File: src/rtl/idei_pkg.sv
`timescale 1ns / 1ps
package idei_pkg;

    localparam int DW   = 7;   // stored hop distance
    localparam int CFGW = 7;   // configuration register width
    localparam int SUMW = 9;   // path length through the new edge

    typedef logic [DW-1:0]   t_dist;
    typedef logic [SUMW-1:0] t_sum;

    typedef enum logic [1:0] {
        CMD_CLEAR = 2'd0,
        CMD_ADD   = 2'd1,
        CMD_READ  = 2'd2,
        CMD_ALT   = 2'd3
    } t_cmd;

    typedef enum logic [1:0] {
        ST_OK  = 2'd0,
        ST_DUP = 2'd1,
        ST_BAD = 2'd2,
        ST_RSV = 2'd3
    } t_status;

    typedef enum logic [0:0] {
        CFG_NUMV  = 1'b0,
        CFG_GIRTH = 1'b1
    } t_cfg_idx;

    // result of one pair relaxation
    typedef struct packed {
        logic  upd;    // shorter path found
        logic  drop;   // pair falls below girth-1
        t_dist dnew;   // new distance
    } t_relax;

endpackage

File: src/rtl/idei_relax.sv
`timescale 1ns / 1ps
module idei_relax (
    input  idei_pkg::t_dist  i_xa,
    input  idei_pkg::t_dist  i_xb,
    input  idei_pkg::t_dist  i_ya,
    input  idei_pkg::t_dist  i_yb,
    input  idei_pkg::t_dist  i_old,
    input  logic [6:0]       i_girth,
    output idei_pkg::t_relax o_res
);
    import idei_pkg::*;

    t_sum  p1, p2, m, old_w, thr_w;
    t_dist thr;

    always_comb begin
        p1    = t_sum'(i_xa) + t_sum'(1) + t_sum'(i_yb);
        p2    = t_sum'(i_xb) + t_sum'(1) + t_sum'(i_ya);
        m     = (p1 < p2) ? p1 : p2;
        old_w = t_sum'(i_old);
        thr   = i_girth - 7'd1;
        thr_w = t_sum'(thr);
        o_res.upd  = old_w > m;
        // girth zero means no pair ever leaves the set
        o_res.drop = o_res.upd && (i_girth != 7'd0) && (old_w >= thr_w) && (m < thr_w);
        o_res.dnew = m[DW-1:0];
    end

endmodule

File: config.mk
export PLATFORM = sky130hd
export DESIGN_NAME = idei_relax
export DESIGN_NICKNAME = d
export VERILOG_FILES = /design/src/rtl/idei_pkg.sv /design/src/rtl/idei_relax.sv
export SDC_FILE = /design/constraint.sdc
export NUM_CORES = 1
export LEC_CHECK = 0
export BUFFER_PORTS_ARGS = -buffer_cell sky130_fd_sc_hd__buf_2
export CAP_MARGIN = 15
export CORE_MARGIN = 1.5
export CORE_UTILIZATION = 40
export DETAILED_ROUTE_END_ITERATION = 8
export MAX_ROUTING_LAYER = met4
export PLACE_DENSITY = 0.76
export SLEW_MARGIN = 10
export SYNTH_ARGS = -nofsm -noshare
export SYNTH_HDL_FRONTEND = slang
export SYNTH_SLANG_ARGS = --single-unit
File: constraint.sdc
create_clock -name vclk -period 18.4
set_input_delay 3.68 -clock vclk [all_inputs]
set_output_delay 3.68 -clock vclk [all_outputs]
set_load 0.005 [all_outputs]
==> results of run 1 <==
## routing by layer
metal / vias to the layer above / wire, um / GRT usage [%]
li1: 806 / - / -
met1: 671 / 1530 / 21.3
met2: 25 / 1570 / 31.4
met3: 0 / 137 / 0.176
met4: 0 / 0 / 0
met5: - / 0 / -
## worst max-delay path, cell delays in order
cell,delay (ns)
buf_2,0.12
ha_1,0.28
nor2b_1,0.13
o21a_1,0.17
o21a_1,0.20
o21ai_0,0.21
nor2b_1,0.19
xnor2_1,0.22
ha_1,0.31
a21oi_1,0.19
o31ai_2,0.13
maj3_2,0.33
a21oi_2,0.47
mux2i_1,0.19
ha_1,0.33
nor2b_1,0.13
o21ai_0,0.08
nand2b_1,0.09
nand2_1,0.07
a221oi_2,0.22
a31oi_1,0.08
a221oi_2,0.32
o211a_1,0.18
buf_2,0.10
## kinds of logic after synthesis
| logic type | Yosys count | share of synthesized area (%) |
|---|---|---|
| AO/OA/AOI/OAI | 51 | 26.2 |
| XOR/XNOR | 10 | 5.81 |
| adder cells (fa/ha/maj) | 44 | 37.4 |
| buffers and inverters | 26 | 6.56 |
| multiplexers | 5 | 3.65 |
| AND/OR/NAND/NOR | 56 | 20.3 |
## worst paths after layout
kind / from / to / slack, ns / cells past startpoint
worst max-delay path: i_xa[1] / o_res[7] / 6.31 / 24
worst min-delay path: i_old[3] / o_res[8] / 7.83 / 4
## synth_stat cells, types with 5 or more instances
cell type / instances / area (um2)
a21oi_1: 9 / 45.0
nand2_1: 10 / 37.5
o21ai_0: 11 / 55.1
nor2_1: 10 / 37.5
xnor2_1: 5 / 43.8
ha_1: 40 / 500
nor2b_1: 7 / 43.8
nor3_1: 7 / 35.0
inv_1: 23 / 86.3
xor2_1: 5 / 43.8
nand2b_1: 5 / 31.3
o21a_1: 6 / 45.0
## power groups by stage
stage | Sequential, mW | Combinational, mW | Clock, mW
2_1_floorplan | 0 | 0.0844 | 0
3_3_place_gp | 0 | 0.112 | 0
3_5_place_dp | 0 | 0.114 | 0
4_1_cts | 0 | 0.114 | 0
5_1_grt | 0 | 0.130 | 0
6_report | 0 | 0.114 | 0
## cell type report
| cell class | instances | area (um2) | share of cell area, % |
|---|---|---|---|
| multi-input combinational | 166 | 1410 | 77.5 |
| tap | 48 | 60.1 | 3.31 |
| timing repair buffer | 51 | 255 | 14.0 |
| inverter | 25 | 93.8 | 5.17 |
==> impl_metrics.py, run 1 <==
metrics = {
    "critical_path": {
        "critPathMaxFanout": 11,
        "required_ns": 14.72,
        "cp.arrival_ns": 8.41,
        "critPathCaptureType": "output pin",
        "start_kind": "input pin",
        "crit_type": "in -> out",
    },
    "place": {
        "place_congestion": 0.812,
        "pre_cts_slack_ns": 6.36,
        "post-place-cells": 290,
        "hpwl_mm": 2.96,
        "portBuffers": 51,
        "postPlaceCellArea_um2": 1820,
    },
    "timing": {
        "period_minus_slack_ns": 12.09,
        "tns_ns": 0,
        "drv_slew": 0,
        "max-slew-margin-rel_pct": 61.6,
        "holdWs_ns": 7.83,
        "hold_viol": 0,
        "fin_crit_sh_pct": 65.7,
        "worst_pin_slew_ns": 0.576,
        "setup_viol": 0,
        "clock.fmax_mhz": 82.7,
        "rsz0062_at_grt": "no",
        "final.setup.worst_slack_ns": 6.31,
    },
    "floorplanning": {
        "die_height_um": 64.4,
        "fp.dieW_um": 64.4,
        "start_util_pct": 41.5,
        "io_pins": 51,
        "die_area_um2": 4140,
        "core_um2": 3630,
        "fp-row-count": 22,
    },
    "pwr": {
        "sw_frac_of_total_pct": 53.6,
        "powerDensity_nw_per_um2": 62.6,
        "p_comb_share_pct": 100.0,
        "p_int_mw": 0.0528,
        "peakVddDrop_mv": 0.0413,
        "leakage_nw": 0.960,
        "netSwitchingPower_mw": 0.0610,
        "total_power_mw": 0.114,
        "clkPwrFrac_pct": 0,
        "seqPwrFrac_pct": 0,
    },
    "final_layout": {
        "seqCellArea_um2": 0,
        "fillers": 392,
        "drive_above_1_share_pct": 27.3,
        "fin_area_um2": 1820,
        "n_antenna_cell": 0,
        "area.growth.synth_to_final_pct": 20.6,
        "stdcell_count": 290,
        "utilization_pct": 50.0,
        "nets": 328,
        "clockBufferCount": 0,
        "final_common_cell": "buf_2",
        "final_cell_mix": "51 x buf_2, 40 x ha_1, 23 x inv_1",
        "design.seq.count": 0,
    },
    "job": {
        "maxCapViolCount": 0,
    },
    "logic_synthesis": {
        "yosysSeqAreaShare_pct": 0,
        "synthesis.nets": 276,
        "yosys_warnings": 0,
        "synth_area_um2": 1510,
        "ys_types": 44,
        "synthCells": 192,
        "avgSynthCellArea_um2": 7.85,
    },
    "clocking": {
        "cts_setup_buffers": 0,
        "cts_resized": 0,
        "postCtsHoldBufs": 0,
    },
    "route": {
        "drc_errors": 0,
        "via_per_inst": 5.18,
        "routedWlPerCell_um": 11.1,
        "antenna_left": 0,
        "dr_total_vias": 1502,
        "drt-initial-drc-count": 55,
        "finalWirelength_mm": 3.23,
        "dr.pass1.iters": 4,
    },
    "global_route": {
        "antenna_found_initial": 0,
        "grt-ovfl-total": 0,
        "grt.total_usage_pct": 16.7,
        "grt_first_pass_wirelength_mm": 5.75,
        "grt_max_degree": 12,
        "grt_pass1_vias": 1434,
    },
    "run_status": {
        "status": "finished, final reports clean",
    },
    "min_path": {
        "min-delay-path-class": "in -> out",
    },
}
Note: power is estimated with default switching activity, not from simulation.
==> inputs of run 2 (changes only) <==
==> constraint.sdc (replaced) <==
create_clock -name vclk -period 11.5
set_input_delay 2.3 -clock vclk [all_inputs]
set_output_delay 2.3 -clock vclk [all_outputs]
set_load 0.005 [all_outputs]
==> run 2 against run 1 <==
  * Cell count is the same
  * Setup slack lost 4.1 ns
  * First-iteration DRC count shrank 22%
  * Power grew 60%
  * Global-route usage is essentially flat
  * Sequential cell count is the same
  * Via count grew 1.1%
==> impl_metrics.py, run 2 (synthesis gave the netlist of run 1 again) <==
metrics = {
    "route": {
        "drt-initial-drc-count": 43,
        "drc_errors": 0,
        "finalWirelength_mm": 3.21,
        "dr_total_vias": 1518,
        "via_per_inst": 5.23,
        "antenna_left": 0,
        "routedWlPerCell_um": 11.1,
        "dr.pass1.iters": 4,
    },
    "pwr": {
        "peakVddDrop_mv": 0.0473,
        "netSwitchingPower_mw": 0.0973,
        "powerDensity_nw_per_um2": 100,
        "sw_frac_of_total_pct": 53.6,
        "p_int_mw": 0.0843,
        "seqPwrFrac_pct": 0,
        "clkPwrFrac_pct": 0,
        "p_comb_share_pct": 100.0,
        "leakage_nw": 0.960,
    },
    "clocking": {
        "cts_resized": 0,
        "postCtsHoldBufs": 0,
        "cts_setup_buffers": 0,
    },
    "timing": {
        "final.setup.worst_slack_ns": 2.17,
        "max-slew-margin-rel_pct": 58.6,
        "drv_slew": 0,
        "holdWs_ns": 5.06,
        "worst_pin_slew_ns": 0.605,
        "rsz0062_at_grt": "no",
        "tns_ns": 0,
        "period_minus_slack_ns": 9.33,
        "clock.fmax_mhz": 107,
        "setup_viol": 0,
        "fin_crit_sh_pct": 81.1,
        "hold_viol": 0,
    },
    "critical_path": {
        "crit_path_cell_trace": "buf_2 -> ha_1 -> nor2b_1 -> o21a_1 -> o21a_1 -> o21ai_0 -> nor2b_1 -> xnor2_1 -> ha_1 -> a21oi_1 -> o31ai_2 -> maj3_2 -> a21oi_2 -> mux2i_1 -> ha_1 -> nor2b_1 -> o21ai_0 -> nand2b_1 -> nand2_1 -> a221oi_2 -> a31oi_1 -> a221oi_2 -> o211a_1 -> buf_2",
        "slowest_stage": "a21oi_2",
        "cp_num_cells": 24,
        "cp-startpoint": "i_xa[1]",
        "cp.arrival_ns": 7.03,
        "crit_family": "compound AO/OA/AOI/OAI gates",
        "critPathMaxFanout": 11,
        "start_kind": "input pin",
        "critPathCaptureType": "output pin",
        "required_ns": 9.20,
        "crit_buf_inv": 2,
        "cpPeakStageDelay_ns": 0.46,
        "crit_type": "in -> out",
        "endpoint": "o_res[7]",
    },
    "final_layout": {
        "multi_input_area_um2": 1410,
        "n_antenna_cell": 0,
        "drive_above_1_share_pct": 27.3,
        "final_cell_mix": "51 x buf_2, 40 x ha_1, 23 x inv_1",
        "area.growth.synth_to_final_pct": 20.6,
        "nets": 328,
        "seqCellArea_um2": 0,
        "fillers": 383,
        "design.seq.count": 0,
        "fin_area_um2": 1820,
        "clockBufferCount": 0,
        "final_common_cell": "buf_2",
    },
    "place": {
        "hpwl_mm": 2.95,
        "postPlaceCellArea_um2": 1820,
        "pre_cts_slack_ns": 2.21,
        "portBuffers": 51,
        "place_congestion": 0.810,
    },
    "floorplanning": {
        "io_pins": 51,
        "die_area_um2": 4140,
        "fp.dieW_um": 64.4,
        "start_util_pct": 41.5,
        "fp-row-count": 22,
        "die_height_um": 64.4,
        "core_um2": 3630,
    },
    "job": {
        "maxCapViolCount": 0,
    },
    "global_route": {
        "grt_max_degree": 12,
        "grt_pass1_vias": 1402,
        "grt.total_usage_pct": 16.7,
        "grt_first_pass_wirelength_mm": 5.75,
        "antenna_found_initial": 0,
        "grt-ovfl-total": 0,
    },
    "run_status": {
        "status": "finished, final reports clean",
    },
    "min_path": {
        "min-delay-path-class": "in -> out",
        "whs_path_depth": 4,
    },
}
run 2: cell counts in the layout (fill, tap and decap cells not counted):
Identical to the previous run, type by type.
run 2: cell type report:
type	instances	area share, %
Inverter	25	5.17
Multi-Input combinational cell	166	77.5
Tap cell	48	3.31
Timing Repair Buffer	51	14.0
run 2: layer usage:
metal	vias up	track usage, %	routed length (um)
met5	-	-	0
met4	0	0	0
met3	0	0.176	125
met2	27	31.3	1580
met1	683	21.3	1510
li1	808	-	-
run 2: worst min-delay path, stage by stage:
cell,delay (ns)
buf_2,0.12
xnor2_1,0.14
a221oi_2,0.07
buf_2,0.13
run 2: power groups by stage:
| stage | Sequential (mW) | Combinational, mW | Clock, mW |
|---|---|---|---|
| global placement | 0 | 0.178 | 0 |
| detailed placement | 0 | 0.181 | 0 |
| finish | 0 | 0.182 | 0 |
| global route | 0 | 0.207 | 0 |
| floorplan | 0 | 0.135 | 0 |
| CTS | 0 | 0.183 | 0 |
run 2: stage by stage:
stage / std cells / total power, mW / utilization, %
6_report: 290 / 0.182 / 50.0
2_1_floorplan: 192 / 0.135 / -
4_1_cts: 290 / 0.183 / 50.0
3_3_place_gp: 290 / 0.178 / 50.0
5_1_grt: 290 / 0.207 / 50.0
3_5_place_dp: 290 / 0.181 / 50.0
run 2: how the worst min path moves through the flow:
| stage | from | endpoint |
|---|---|---|
| global placement | i_old[3] | o_res[8] |
| finish | i_old[3] | o_res[8] |
| detailed placement | i_old[3] | o_res[8] |
| CTS | i_old[3] | o_res[8] |
| global route | i_old[3] | o_res[8] |
| floorplan | i_old[3] | o_res[8] |
