<file path="src/rtl/idei_ram.sv">
`timescale 1ns / 1ps
module idei_ram #(
    parameter int WIDTH = 8,
    parameter int DEPTH = 16
) (
    input  logic                     i_clk,
    input  logic                     i_we,
    input  logic [$clog2(DEPTH)-1:0] i_waddr,
    input  logic [WIDTH-1:0]         i_wdata,
    input  logic [$clog2(DEPTH)-1:0] i_raddr0,
    output logic [WIDTH-1:0]         o_rdata0,
    input  logic [$clog2(DEPTH)-1:0] i_raddr1,
    output logic [WIDTH-1:0]         o_rdata1
);

    logic [WIDTH-1:0] r_mem [DEPTH];

    always_ff @(posedge i_clk) begin
        if (i_we) begin
            r_mem[i_waddr] <= i_wdata;
        end
        o_rdata0 <= r_mem[i_raddr0];
        o_rdata1 <= r_mem[i_raddr1];
    end

endmodule

</file>
<file path="config.mk">
export PLATFORM = sky130hd
export DESIGN_NAME = idei_ram
export DESIGN_NICKNAME = d
export VERILOG_FILES = /design/src/rtl/idei_ram.sv
export SDC_FILE = /design/constraint.sdc
export NUM_CORES = 1
export LEC_CHECK = 0
export BUFFER_PORTS_ARGS = -buffer_cell sky130_fd_sc_hd__buf_2
export CAP_MARGIN = 5
export CORE_MARGIN = 4
export CORE_UTILIZATION = 60
export DETAILED_ROUTE_END_ITERATION = 8
export PLACE_DENSITY = 0.89
export SLEW_MARGIN = 20
export SYNTH_ARGS = -nofsm -noshare
export SYNTH_HDL_FRONTEND = slang
export SYNTH_SLANG_ARGS = --single-unit
export TNS_END_PERCENT = 50
</file>
<file path="constraint.sdc">
create_clock -name i_clk -period 2.2 [get_ports i_clk]
set_input_delay 0.33 -clock i_clk [delete_from_list [all_inputs] [get_ports i_clk]]
set_output_delay 0.33 -clock i_clk [all_outputs]
set_load 0.005 [all_outputs]
</file>
==> flow_summary.yaml, run 1 <==
logic_synthesis:
  synth_compound_area_share_pct: 3.79
  synthAdderAreaFrac_pct: 0
  synth_largest_type_area_fraction_pct: 60.6
  synthXorXnorAreaFrac_pct: 0
  synth_flop_cell: "sky130_fd_sc_hd__edfxtp_1"
  synth.mux.area_fraction_pct: 24.4
  synthTopCellsByArea: "sky130_fd_sc_hd__edfxtp_1 (61%), sky130_fd_sc_hd__mux4_2 (12%), sky130_fd_sc_hd__mux4_1 (12%), sky130_fd_sc_hd__dfxtp_1 (5.0%), sky130_fd_sc_hd__a22oi_1 (3.8%)"
  synth.cell_area_um2: 6350
  yosys_register_bits: 144
  synthesis.nets: 329
  ys_warn_count: 0
  synthDistinctLibCells: 20
  synthSimpleGateAreaFrac_pct: 3.43
  largest_family_of_logic_cells_by_synthesized_area: "multiplexers"
  synth-seq-area-share_pct: 65.6
  yosys.cell_count.top_type: "sky130_fd_sc_hd__edfxtp_1"
  async_flop_share_pct: 0
  netlist_instances: 307
  postSynthAreaPerCell_um2: 20.7
  synth_largest_area_cell: "sky130_fd_sc_hd__edfxtp_1"
  synth_edf_count: 128
  ys_top_cells_by_count: "sky130_fd_sc_hd__edfxtp_1 (128), sky130_fd_sc_hd__mux4_2 (34), sky130_fd_sc_hd__a22oi_1 (32), sky130_fd_sc_hd__mux4_1 (28), sky130_fd_sc_hd__nand2_1 (17)"
critical_path:
  cp.required_ns: 2.61
  setup.worst_path.start_class: "flop"
  path_cells: "mux4_1, a22oi_1, nand2_1"
  critical_path.top_delay_family: "multiplexers"
  worstPathBufferInverterCount: 0
  cp_slowest_stage_delay_ns: 0.53
  r2r_end: "o_rdata1[5]$_DFF_P_"
  crit_slowest_cell: "sky130_fd_sc_hd__mux4_1"
  worstSetupEndpointType: "flop"
  worstPathMaxFanout: 2
  ff2ff_path_depth: 3
  reg2reg_setup_slack_ns: 0.70
  startpoint_of_the_worst_register_to_register_path: "r_mem[1][5]$_DFFE_PP_"
  critical_path_arrival_ns: 1.90
  worst-setup-path-type: "flop to flop"
place:
  placed_cells_incl_taps: 485
  placed_area_um2: 6740
  buffer_ports.inserted: 37
  globalplace.congestion: 0.829
  post-dp-hpwl_um: 8950
sta:
  grt_setup_unrepaired: "false"
  timing.final.setup_violations: 0
  finalHoldViolations: 0
  worstMarginPinSlew_ns: 0.751
  maxClockFrequency_ghz: 0.668
  hold_ws_ns: 0.175
  fin_worst_skew_ns: 0.00690
  timing.final.crit_share_pct: 68.0
  slew_violations: 0
  slew-limit-headroom_pct: 49.8
  post-route-min-period_ns: 1.50
  fin_tns_setup_ns: 0
finish:
  design_area_um2: 7300
  fin_nets: 390
  instances_no_fill: 517
  drive_above_1_share_pct: 33.3
  area_growth_pct: 15.0
  antenna-diode-count: 0
  layout.area.seq_um2: 4160
  fillers: 605
  multi_input_area_um2: 2010
clocking:
  cts_tree: "yes"
  cts-hold-fix-buffers: 0
  clock_tree.buffer_depth: 2
  ctsRootBufferMaster: "sky130_fd_sc_hd__clkbuf_8"
  cts_max_level: 4
  cts.clk_slew.worst_paths_ns: 0.06
  cts_setup_buffers: 0
  post_cts_resize_count: 0
  clkSinkCount: 144
  worstSkewPairLatency_ns: 0.53
  number_of_buffers_created_by_cts: 17
pwr:
  irDropWorstVdd_mv: 0.978
  power.density_nw_per_um2: 854
  leakage_nw: 2.55
floorplan:
  die_w_um: 111
  floorplan.io_pins: 38
  dieHeight_um: 111
  floorplan.initialDensity_pct: 61.5
  coreArea_um2: 10300
  placement_rows: 37
  die_area_um2: 12300
grt:
  grt_busiest_layer: "met2"
  grt_pass1_vias: 3552
  grt_remaining_overflow: 0
  gr-usage-all-layers_pct: 24.0
  met2_usage_pct: 38.9
  grtUsageMet3_pct: 6.11
  grt_antenna_before_repair: 0
  grt_first_pass_wirelength_um: 21100
  groute.layer.met1.usage_pct: 31.5
  largest_net_degree_at_the_start_of_global_routing: 33
hold_path:
  holdPathStages: 1
  hold_path.class: "input port to flop"
  timing.hold.worst.start: "i_wdata[0]"
  min_delay_endpoint: "r_mem[2][0]$_DFFE_PP_"
routing:
  vias: 3493
  final_antenna_net_count: 0
  totalWireLength_um: 13900
  detailedRoute.firstIterationViolations: 364
  wire_per_inst_um: 26.8
  remaining_drc_errors: 0
  drt-vias-per-instance: 6.76
  drt_pass1_iterations: 5
status:
  outcome: "complete, no violations"
run:
  max_cap_violations: 0
[state kept, by name, summed over array words and instances, names as in the netlist]
register  flops
r_mem       128
o_rdata0      8
o_rdata1      8
[area by class of cell]
| cell class | instances | share of cell area (%) |
|---|---|---|
| Sequential cell | 144 | 57.0 |
| Tap cell | 136 | 2.33 |
| Timing Repair Buffer | 62 | 5.45 |
| Clock inverter | 13 | 1.87 |
| Multi-Input combinational cell | 143 | 27.5 |
| Clock buffer | 19 | 5.78 |
[metal layers]
layer  wire (um)  vias up  share of wire [%]
li1            -     1470                  -
met1        5200     1753                 37
met2        7120      238                 51
met3        1180       32                8.5
met4         374        0                2.7
met5           0        -                  0
[cell families after synthesis]
kind of cell    count (synthesis)
buf+inv                        20
simple gates                   47
mux                            64
flops                         144
compound gates                 32
[worst max-delay path by stage]
stage	from	end	slack [ns]	cells past startpoint
after floorplan	i_waddr[2]	r_mem[0][0]$_DFFE_PP_	0.38	2
after global placement	i_raddr1[0]	o_rdata1[5]$_DFF_P_	0.41	5
after detailed placement	i_raddr1[0]	o_rdata1[5]$_DFF_P_	0.38	5
after CTS	r_mem[1][5]$_DFFE_PP_	o_rdata1[5]$_DFF_P_	0.71	3
after global routing	r_mem[3][7]$_DFFE_PP_	o_rdata1[7]$_DFF_P_	0.68	3
final	r_mem[1][5]$_DFFE_PP_	o_rdata1[5]$_DFF_P_	0.70	3
[power breakdown]
part / switching [mW] / internal [mW]
clock: 1.08 / 1.61
sequential: 0.0385 / 3.06
combinational: 0.232 / 0.214
[cells in the final DEF (no fill, tap or decap), types with 2 or more instances in the layout]
cell type / instances
sky130_fd_sc_hd__buf_4: 23
sky130_fd_sc_hd__clkbuf_1: 2
sky130_fd_sc_hd__dfxtp_1: 16
sky130_fd_sc_hd__nand3b_1: 2
sky130_fd_sc_hd__buf_12: 2
sky130_fd_sc_hd__a22oi_1: 32
sky130_fd_sc_hd__mux4_2: 34
sky130_fd_sc_hd__nand2b_1: 2
sky130_fd_sc_hd__clkbuf_16: 16
sky130_fd_sc_hd__and2_1: 2
sky130_fd_sc_hd__inv_6: 3
sky130_fd_sc_hd__clkinv_1: 2
sky130_fd_sc_hd__nor3_1: 4
sky130_fd_sc_hd__buf_2: 37
sky130_fd_sc_hd__edfxtp_1: 128
sky130_fd_sc_hd__and2b_1: 2
sky130_fd_sc_hd__mux4_1: 28
sky130_fd_sc_hd__clkinvlp_4: 5
sky130_fd_sc_hd__nor2b_1: 2
sky130_fd_sc_hd__nand2_1: 17
sky130_fd_sc_hd__bufinv_16: 2
sky130_fd_sc_hd__mux4_4: 2
sky130_fd_sc_hd__nor2_1: 14
[through the flow]
| stage | util (%) | power (mW) | worst slack (ns) |
|---|---|---|---|
| after floorplan | - | 3.42 | 0.377 |
| after CTS | 70.7 | 6.27 | 0.710 |
| after global placement | 65.3 | 3.57 | 0.413 |
| after detailed placement | 65.3 | 3.60 | 0.382 |
| final | 70.7 | 6.23 | 0.703 |
| after global routing | 70.7 | 6.48 | 0.678 |
(Power assumes the default switching activity.)
==> inputs of run 2 (changes only) <==
--- a/config.mk
+++ b/config.mk
@@ -5,12 +5,13 @@
 export SDC_FILE = /design/constraint.sdc
 export NUM_CORES = 1
 export LEC_CHECK = 0
+export ABC_AREA = 1
 export BUFFER_PORTS_ARGS = -buffer_cell sky130_fd_sc_hd__buf_2
 export CAP_MARGIN = 5
 export CORE_MARGIN = 4
 export CORE_UTILIZATION = 60
 export DETAILED_ROUTE_END_ITERATION = 8
-export PLACE_DENSITY = 0.89
+export PLACE_DENSITY = 0.88
 export SLEW_MARGIN = 20
 export SYNTH_ARGS = -nofsm -noshare
 export SYNTH_HDL_FRONTEND = slang
==> constraint.sdc (replaced) <==
create_clock -name i_clk -period 1.6 [get_ports i_clk]
set_input_delay 0.24 -clock i_clk [delete_from_list [all_inputs] [get_ports i_clk]]
set_output_delay 0.24 -clock i_clk [all_outputs]
set_load 0.005 [all_outputs]
==> run 2 against run 1 <==
  * Global-route usage grew 6.1 points
  * Sequential share of layout area shrank 6.7 points
  * Sequential power grew 37%
  * Count of clock-buffer cells in the layout is the same
  * Critical path type is now flop to output pin
  * Critical endpoint is now o_rdata0[5]
  * Largest power group unchanged
==> flow_summary.yaml, run 2 <==
sta:
  fin_tns_setup_ns: 0
  slew-limit-headroom_pct: 70.3
  post-route-min-period_ns: 1.17
  fin_worst_skew_ns: 0.00787
  slew_violations: 0
  worstMarginPinSlew_ns: 0.446
  timing.final.setup_violations: 0
  grt_setup_unrepaired: "false"
  timing.final.crit_share_pct: 73.2
  finalHoldViolations: 0
  maxClockFrequency_ghz: 0.854
logic_synthesis:
  synth_largest_type_area_fraction_pct: 52.9
  yosys.cell_count.top_type: "sky130_fd_sc_hd__nand2_1"
  synthDistinctLibCells: 13
  synth_edf_count: 128
  ys_warn_count: 0
  ys_top_cells_by_count: "sky130_fd_sc_hd__nand2_1 (277), sky130_fd_sc_hd__nand3_1 (225), sky130_fd_sc_hd__inv_1 (134), sky130_fd_sc_hd__edfxtp_1 (128), sky130_fd_sc_hd__buf_2 (26)"
  synth-seq-area-share_pct: 57.4
  netlist_instances: 851
  synth.cell_area_um2: 7260
  synth_largest_area_cell: "sky130_fd_sc_hd__edfxtp_1"
  yosys_register_bits: 144
  synthesis.nets: 873
  synth_flop_cell: "sky130_fd_sc_hd__edfxtp_1"
  postSynthAreaPerCell_um2: 8.53
  synthTopCellsByArea: "sky130_fd_sc_hd__edfxtp_1 (53%), sky130_fd_sc_hd__nand3_1 (16%), sky130_fd_sc_hd__nand2_1 (14%), sky130_fd_sc_hd__inv_1 (6.9%), sky130_fd_sc_hd__dfxtp_1 (4.4%)"
  async_flop_share_pct: 0
clocking:
  cts_setup_buffers: 0
  worstSkewPairLatency_ns: 0.43
  cts_tree: "yes"
  ctsRootBufferMaster: "sky130_fd_sc_hd__clkbuf_16"
  cts_max_level: 4
  cts.clk_slew.worst_paths_ns: 0.06
  number_of_buffers_created_by_cts: 17
  clkSinkCount: 144
  post_cts_resize_count: 0
  cts-hold-fix-buffers: 0
  clock_tree.buffer_depth: 2
finish:
  most_frequent_standard_cell_in_the_layout_excluding_fill_and_tap_cells: "sky130_fd_sc_hd__nand2_1"
  fin_nets: 917
  largest_register_ffs: 128
  fillers: 826
  antenna-diode-count: 0
  area_growth_pct: 13.9
  largest_register: "r_mem"
  most-common-layout-cells: "sky130_fd_sc_hd__nand2_1 (277), sky130_fd_sc_hd__nand3_1 (225), sky130_fd_sc_hd__inv_1 (134), sky130_fd_sc_hd__edfxtp_1 (128), sky130_fd_sc_hd__buf_2 (37)"
  regs_by_ff_count: "r_mem (128), o_rdata0 (8), o_rdata1 (8)"
  drive_above_1_share_pct: 11.9
place:
  globalplace.congestion: 0.946
  buffer_ports.inserted: 37
  post-dp-hpwl_um: 12400
grt:
  grt_pass1_vias: 6130
  grt_antenna_before_repair: 0
  grt_remaining_overflow: 0
  gr-usage-all-layers_pct: 30.1
  largest_net_degree_at_the_start_of_global_routing: 65
  grt_first_pass_wirelength_um: 32300
critical_path:
  path_cells: "buf_2"
  critical_path_arrival_ns: 0.93
  crit_slowest_cell: "sky130_fd_sc_hd__dfxtp_1"
  worstPathBufferInverterCount: 1
  setup.worst_path.start_class: "flop"
  r2r_end: "o_rdata1[7]$_DFF_P_"
  cp.required_ns: 1.36
  reg2reg_setup_slack_ns: 0.51
  worstPathMaxFanout: 1
  worst-setup-path-type: "flop to output pin"
  number_of_gates_on_the_worst_path_with_buffers_counted: 1
  ff2ff_path_depth: 6
  cp-endpoint: "o_rdata0[5]"
  setup.worst_path.start: "o_rdata0[5]$_DFF_P_"
  startpoint_of_the_worst_register_to_register_path: "r_mem[7][7]$_DFFE_PP_"
  critical_path.top_delay_family: "flip-flops"
  cp_slowest_stage_delay_ns: 0.38
  worstSetupEndpointType: "output pin"
floorplan:
  placement_rows: 39
  die_w_um: 118
  floorplan.initialDensity_pct: 62.5
  dieHeight_um: 118
  floorplan.io_pins: 38
  coreArea_um2: 11600
  die_area_um2: 13900
routing:
  remaining_drc_errors: 0
  totalWireLength_um: 20700
  drt_pass1_iterations: 8
  final_antenna_net_count: 0
  detailedRoute.firstIterationViolations: 1519
  wire_per_inst_um: 19.7
  vias: 6365
  drt-vias-per-instance: 6.06
pwr:
  leakage_nw: 3.79
  power.total_mw: 9.18
  power.density_nw_per_um2: 1110
  irDropWorstVdd_mv: 0.794
hold_path:
  hold_path.class: "input port to flop"
status:
  outcome: "complete, no violations"
run:
  max_cap_violations: 0
-- run 2: cell count changes after synthesis, sizes merged, moves of 3 or more --
cell,delta
buf,+31
inv,+138
nor3,-4
clkbuf,+3
nand3,+224
nand2,+260
a22oi,-32
clkdlybuf4s25,-6
nor2,+3
mux4,-64
-- run 2: per-stage QoR --
stage / hold WS (ns) / util (%) / instances / setup slack, ns / area, um2
after CTS: 0.197 / 71.2 / 1051 / 0.437 / 8270
after global routing: 0.215 / 71.2 / 1051 / 0.424 / 8270
after global placement: 0.619 / 66.0 / 1019 / 0.265 / 7660
after detailed placement: 0.616 / 66.0 / 1019 / 0.246 / 7660
final: 0.209 / 71.2 / 1051 / 0.429 / 8270
after floorplan: 0.339 / - / 851 / 0.409 / 7260
-- run 2: worst min path at each step --
| stage | start | endpoint | slack [ns] | depth (start not counted) |
|---|---|---|---|---|
| 6_report | i_wdata[6] | r_mem[0][6]$_DFFE_PP_ | 0.21 | 1 |
| 2_1_floorplan | i_wdata[0] | r_mem[0][0]$_DFFE_PP_ | 0.34 | 0 |
| 4_1_cts | i_raddr1[3] | o_rdata1[1]$_DFF_P_ | 0.20 | 3 |
| 5_1_grt | i_wdata[6] | r_mem[0][6]$_DFFE_PP_ | 0.22 | 1 |
| 3_5_place_dp | o_rdata1[7]$_DFF_P_ | o_rdata1[7] | 0.62 | 1 |
| 3_3_place_gp | o_rdata0[1]$_DFF_P_ | o_rdata0[1] | 0.62 | 1 |
-- run 2: logic make-up after synthesis --
| logic type | synth area share [%] |
|---|---|
| AND/OR/NAND/NOR | 30.9 |
| flip-flops | 57.4 |
| buffers and inverters | 11.7 |
-- run 2: final cells by class --
| cell class | count | area (um2) | share of cell area (%) |
|---|---|---|---|
| Sequential cell | 144 | 4160 | 50.4 |
| Multi-Input combinational cell | 521 | 2240 | 27.2 |
| Timing Repair Buffer | 73 | 556 | 6.72 |
| Inverter | 138 | 518 | 6.27 |
| Clock buffer | 19 | 443 | 5.36 |
| Tap cell | 143 | 179 | 2.16 |
| Clock inverter | 13 | 163 | 1.97 |
-- run 2: report_power, final --
| part | switching (mW) | internal [mW] |
|---|---|---|
| clock | 1.55 | 2.49 |
| sequential | 0.0352 | 4.21 |
| combinational | 0.611 | 0.291 |
-- run 2: layer usage --
metal / GRT usage [%] / vias to the layer above / routed length (um)
met5: 0 / - / 0
met2: 46.1 / 598 / 9340
met4: 17.7 / 0 / 1110
met3: 6.25 / 129 / 3130
li1: - / 2829 / -
met1: 39.7 / 2809 / 7150
-- run 2: worst reg2reg max path: cells and delay by family (launching register included) --
family        cells  cell delay, ns
simple gates      5            0.48
buf+inv           1            0.11
flops             1            0.37
==> inputs of run 3 (changes only) <==
==> constraint.sdc (replaced) <==
create_clock -name i_clk -period 1.1 [get_ports i_clk]
set_input_delay 0.165 -clock i_clk [delete_from_list [all_inputs] [get_ports i_clk]]
set_output_delay 0.165 -clock i_clk [all_outputs]
set_load 0.005 [all_outputs]
==> run 3 against run 2 <==
  * First-iteration DRC count is 18% lower
  * Cell area increased by 3.4%
  * Global-route usage grew 0.96 points
  * Worst hold slack lost 0.082 ns
  * Critical endpoint is now o_rdata1[1]$_DFF_P_
==> flow_summary.yaml, run 3 (synthesis gave the netlist of run 2 again) <==
status:
  outcome: "complete, no violations"
grt:
  grt_remaining_overflow: 0
  grt_pass1_vias: 6349
  gr-usage-all-layers_pct: 31.0
  grt_first_pass_wirelength_um: 33200
  grt_antenna_before_repair: 0
  largest_net_degree_at_the_start_of_global_routing: 47
hold_path:
  hold_path.class: "input port to flop"
  holdPathStages: 1
finish:
  antenna-diode-count: 0
  post-route-util_pct: 73.6
  largest_register: "r_mem"
  drive_above_1_share_pct: 14.6
  area_growth_pct: 17.7
  fin_nets: 935
  most_frequent_standard_cell_in_the_layout_excluding_fill_and_tap_cells: "sky130_fd_sc_hd__nand2_1"
  largest_register_ffs: 128
  fillers: 768
  most-common-layout-cells: "sky130_fd_sc_hd__nand2_1 (277), sky130_fd_sc_hd__nand3_1 (219), sky130_fd_sc_hd__inv_1 (132), sky130_fd_sc_hd__edfxtp_1 (128), sky130_fd_sc_hd__buf_4 (42)"
  regs_by_ff_count: "r_mem (128), o_rdata0 (8), o_rdata1 (8)"
pwr:
  irDropWorstVdd_mv: 1.23
  combPwrFrac_pct: 9.9
  clockPowerShare_pct: 46.2
  leakage_nw: 3.94
  power.density_nw_per_um2: 1650
  power_switching_share_pct: 22.7
  power.switching_mw: 3.20
  power_report.internal_total_mw: 10.9
  power.total_mw: 14.1
  power.share.sequential_pct: 43.9
place:
  buffer_ports.inserted: 37
  globalplace.congestion: 0.959
  preCtsSetupSlack_ns: -0.128
  post-dp-hpwl_um: 12800
routing:
  totalWireLength_um: 20800
  drt-vias-per-instance: 6.06
  drt_pass1_iterations: 6
  remaining_drc_errors: 0
  detailedRoute.firstIterationViolations: 1252
  vias: 6476
  wire_per_inst_um: 19.5
  final_antenna_net_count: 0
sta:
  finalHoldViolations: 0
  post-route-min-period_ns: 1.07
  worstMarginPinSlew_ns: 0.441
  hold_ws_ns: 0.127
  slew-limit-headroom_pct: 70.5
  maxClockFrequency_ghz: 0.931
  timing.final.crit_share_pct: 97.7
  grt_setup_unrepaired: "true"
  slew_violations: 0
  postLayoutSetupSlackWorst_ns: 0.0256
  timing.final.setup_violations: 0
  fin_worst_skew_ns: 0.00613
floorplan:
  die_area_um2: 13900
  dieHeight_um: 118
  floorplan.initialDensity_pct: 62.5
  floorplan.io_pins: 38
  die_w_um: 118
  placement_rows: 39
  coreArea_um2: 11600
clocking:
  worstSkewPairLatency_ns: 0.42
  ctsRootBufferMaster: "sky130_fd_sc_hd__clkbuf_16"
  number_of_buffers_created_by_cts: 17
  cts_setup_buffers: 0
  cts_tree: "yes"
  clock_tree.buffer_depth: 2
  clkSinkCount: 144
  cts.clk_slew.worst_paths_ns: 0.06
  cts_max_level: 4
  cts-hold-fix-buffers: 0
critical_path:
  worstSetupEndpointType: "flop"
  critical_path_arrival_ns: 1.39
  ff2ff_path_depth: 6
  crit_slowest_cell: "sky130_fd_sc_hd__edfxtp_1"
  worstPathMaxFanout: 2
  worst-setup-path-type: "flop to flop"
  cp.required_ns: 1.41
  path_cells: "inv_1, nand2_1, nand3_1, nand3_1, nand3_2, nand2_1"
  cp_slowest_stage_delay_ns: 0.37
  setup.worst_path.start_class: "flop"
run:
  max_cap_violations: 0
## run 3: cell count changes in the layout (fill, tap and decap cells not counted), sizes merged
cell,previous run,this run
clkinvlp,6,3
bufinv,3,6
clkinv,3,2
inv,139,140
buf,73,91
## run 3: final timing paths
path                                        startpoint  slack (ns)                      to
worst max-delay path             r_mem[5][1]$_DFFE_PP_        0.03     o_rdata1[1]$_DFF_P_
worst min-delay path                        i_wdata[6]        0.13  r_mem[15][6]$_DFFE_PP_
worst max register to register   r_mem[5][1]$_DFFE_PP_        0.03     o_rdata1[1]$_DFF_P_
worst min register to register  r_mem[12][6]$_DFFE_PP_        0.68     o_rdata1[6]$_DFF_P_
## run 3: area by class of cell
| class | count | area (um2) | area share (%) |
|---|---|---|---|
| Tap cell | 143 | 179 | 2.09 |
| Clock inverter | 13 | 234 | 2.74 |
| Clock buffer | 19 | 433 | 5.07 |
| Timing Repair Buffer | 91 | 741 | 8.67 |
| Sequential cell | 144 | 4170 | 48.8 |
| Multi-Input combinational cell | 521 | 2270 | 26.6 |
| Inverter | 138 | 518 | 6.06 |
## run 3: layer usage
layer,up-vias,global-route usage (%),share of wire [%],routed length [um]
met3,158,9.42,14,2890
met5,-,0,0,0
li1,2867,-,-,-
met1,2885,38.4,34,7100
met4,0,18.4,6.6,1370
met2,566,48.0,45,9460
## run 3: power by group through the flow
stage               clock [mW]  combinational, mW  sequential, mW
detailed placement           0               1.31            6.29
CTS                       6.50               1.33            6.18
finish                    6.50               1.39            6.18
global route              6.79               1.51            6.19
floorplan                    0              0.770            6.28
global placement             0               1.27            6.28
## run 3: per-stage QoR
stage | std cells | setup TNS, ns | cell area, um2
after CTS | 1069 | 0 | 8520
after detailed placement | 1037 | -2.78 | 7850
after global placement | 1037 | -1.34 | 7850
after global routing | 1069 | -0.0110 | 8550
after floorplan | 851 | -1.01 | 7260
final | 1069 | 0 | 8550
## run 3: what timing repair did
action | 4_1_cts | 5_1_grt
endpoints found under the setup margin | 2 | 7
resized for setup | 2 | 8
gates cloned | 0 | 0
pin swaps | 0 | 1
## run 3: worst max-delay path, delay by kind of cell, from the launching register on
family / cells / cell delay [ns]
and+or+nand+nor: 5 / 0.50
DFF: 1 / 0.37
buffers and inverters: 1 / 0.09
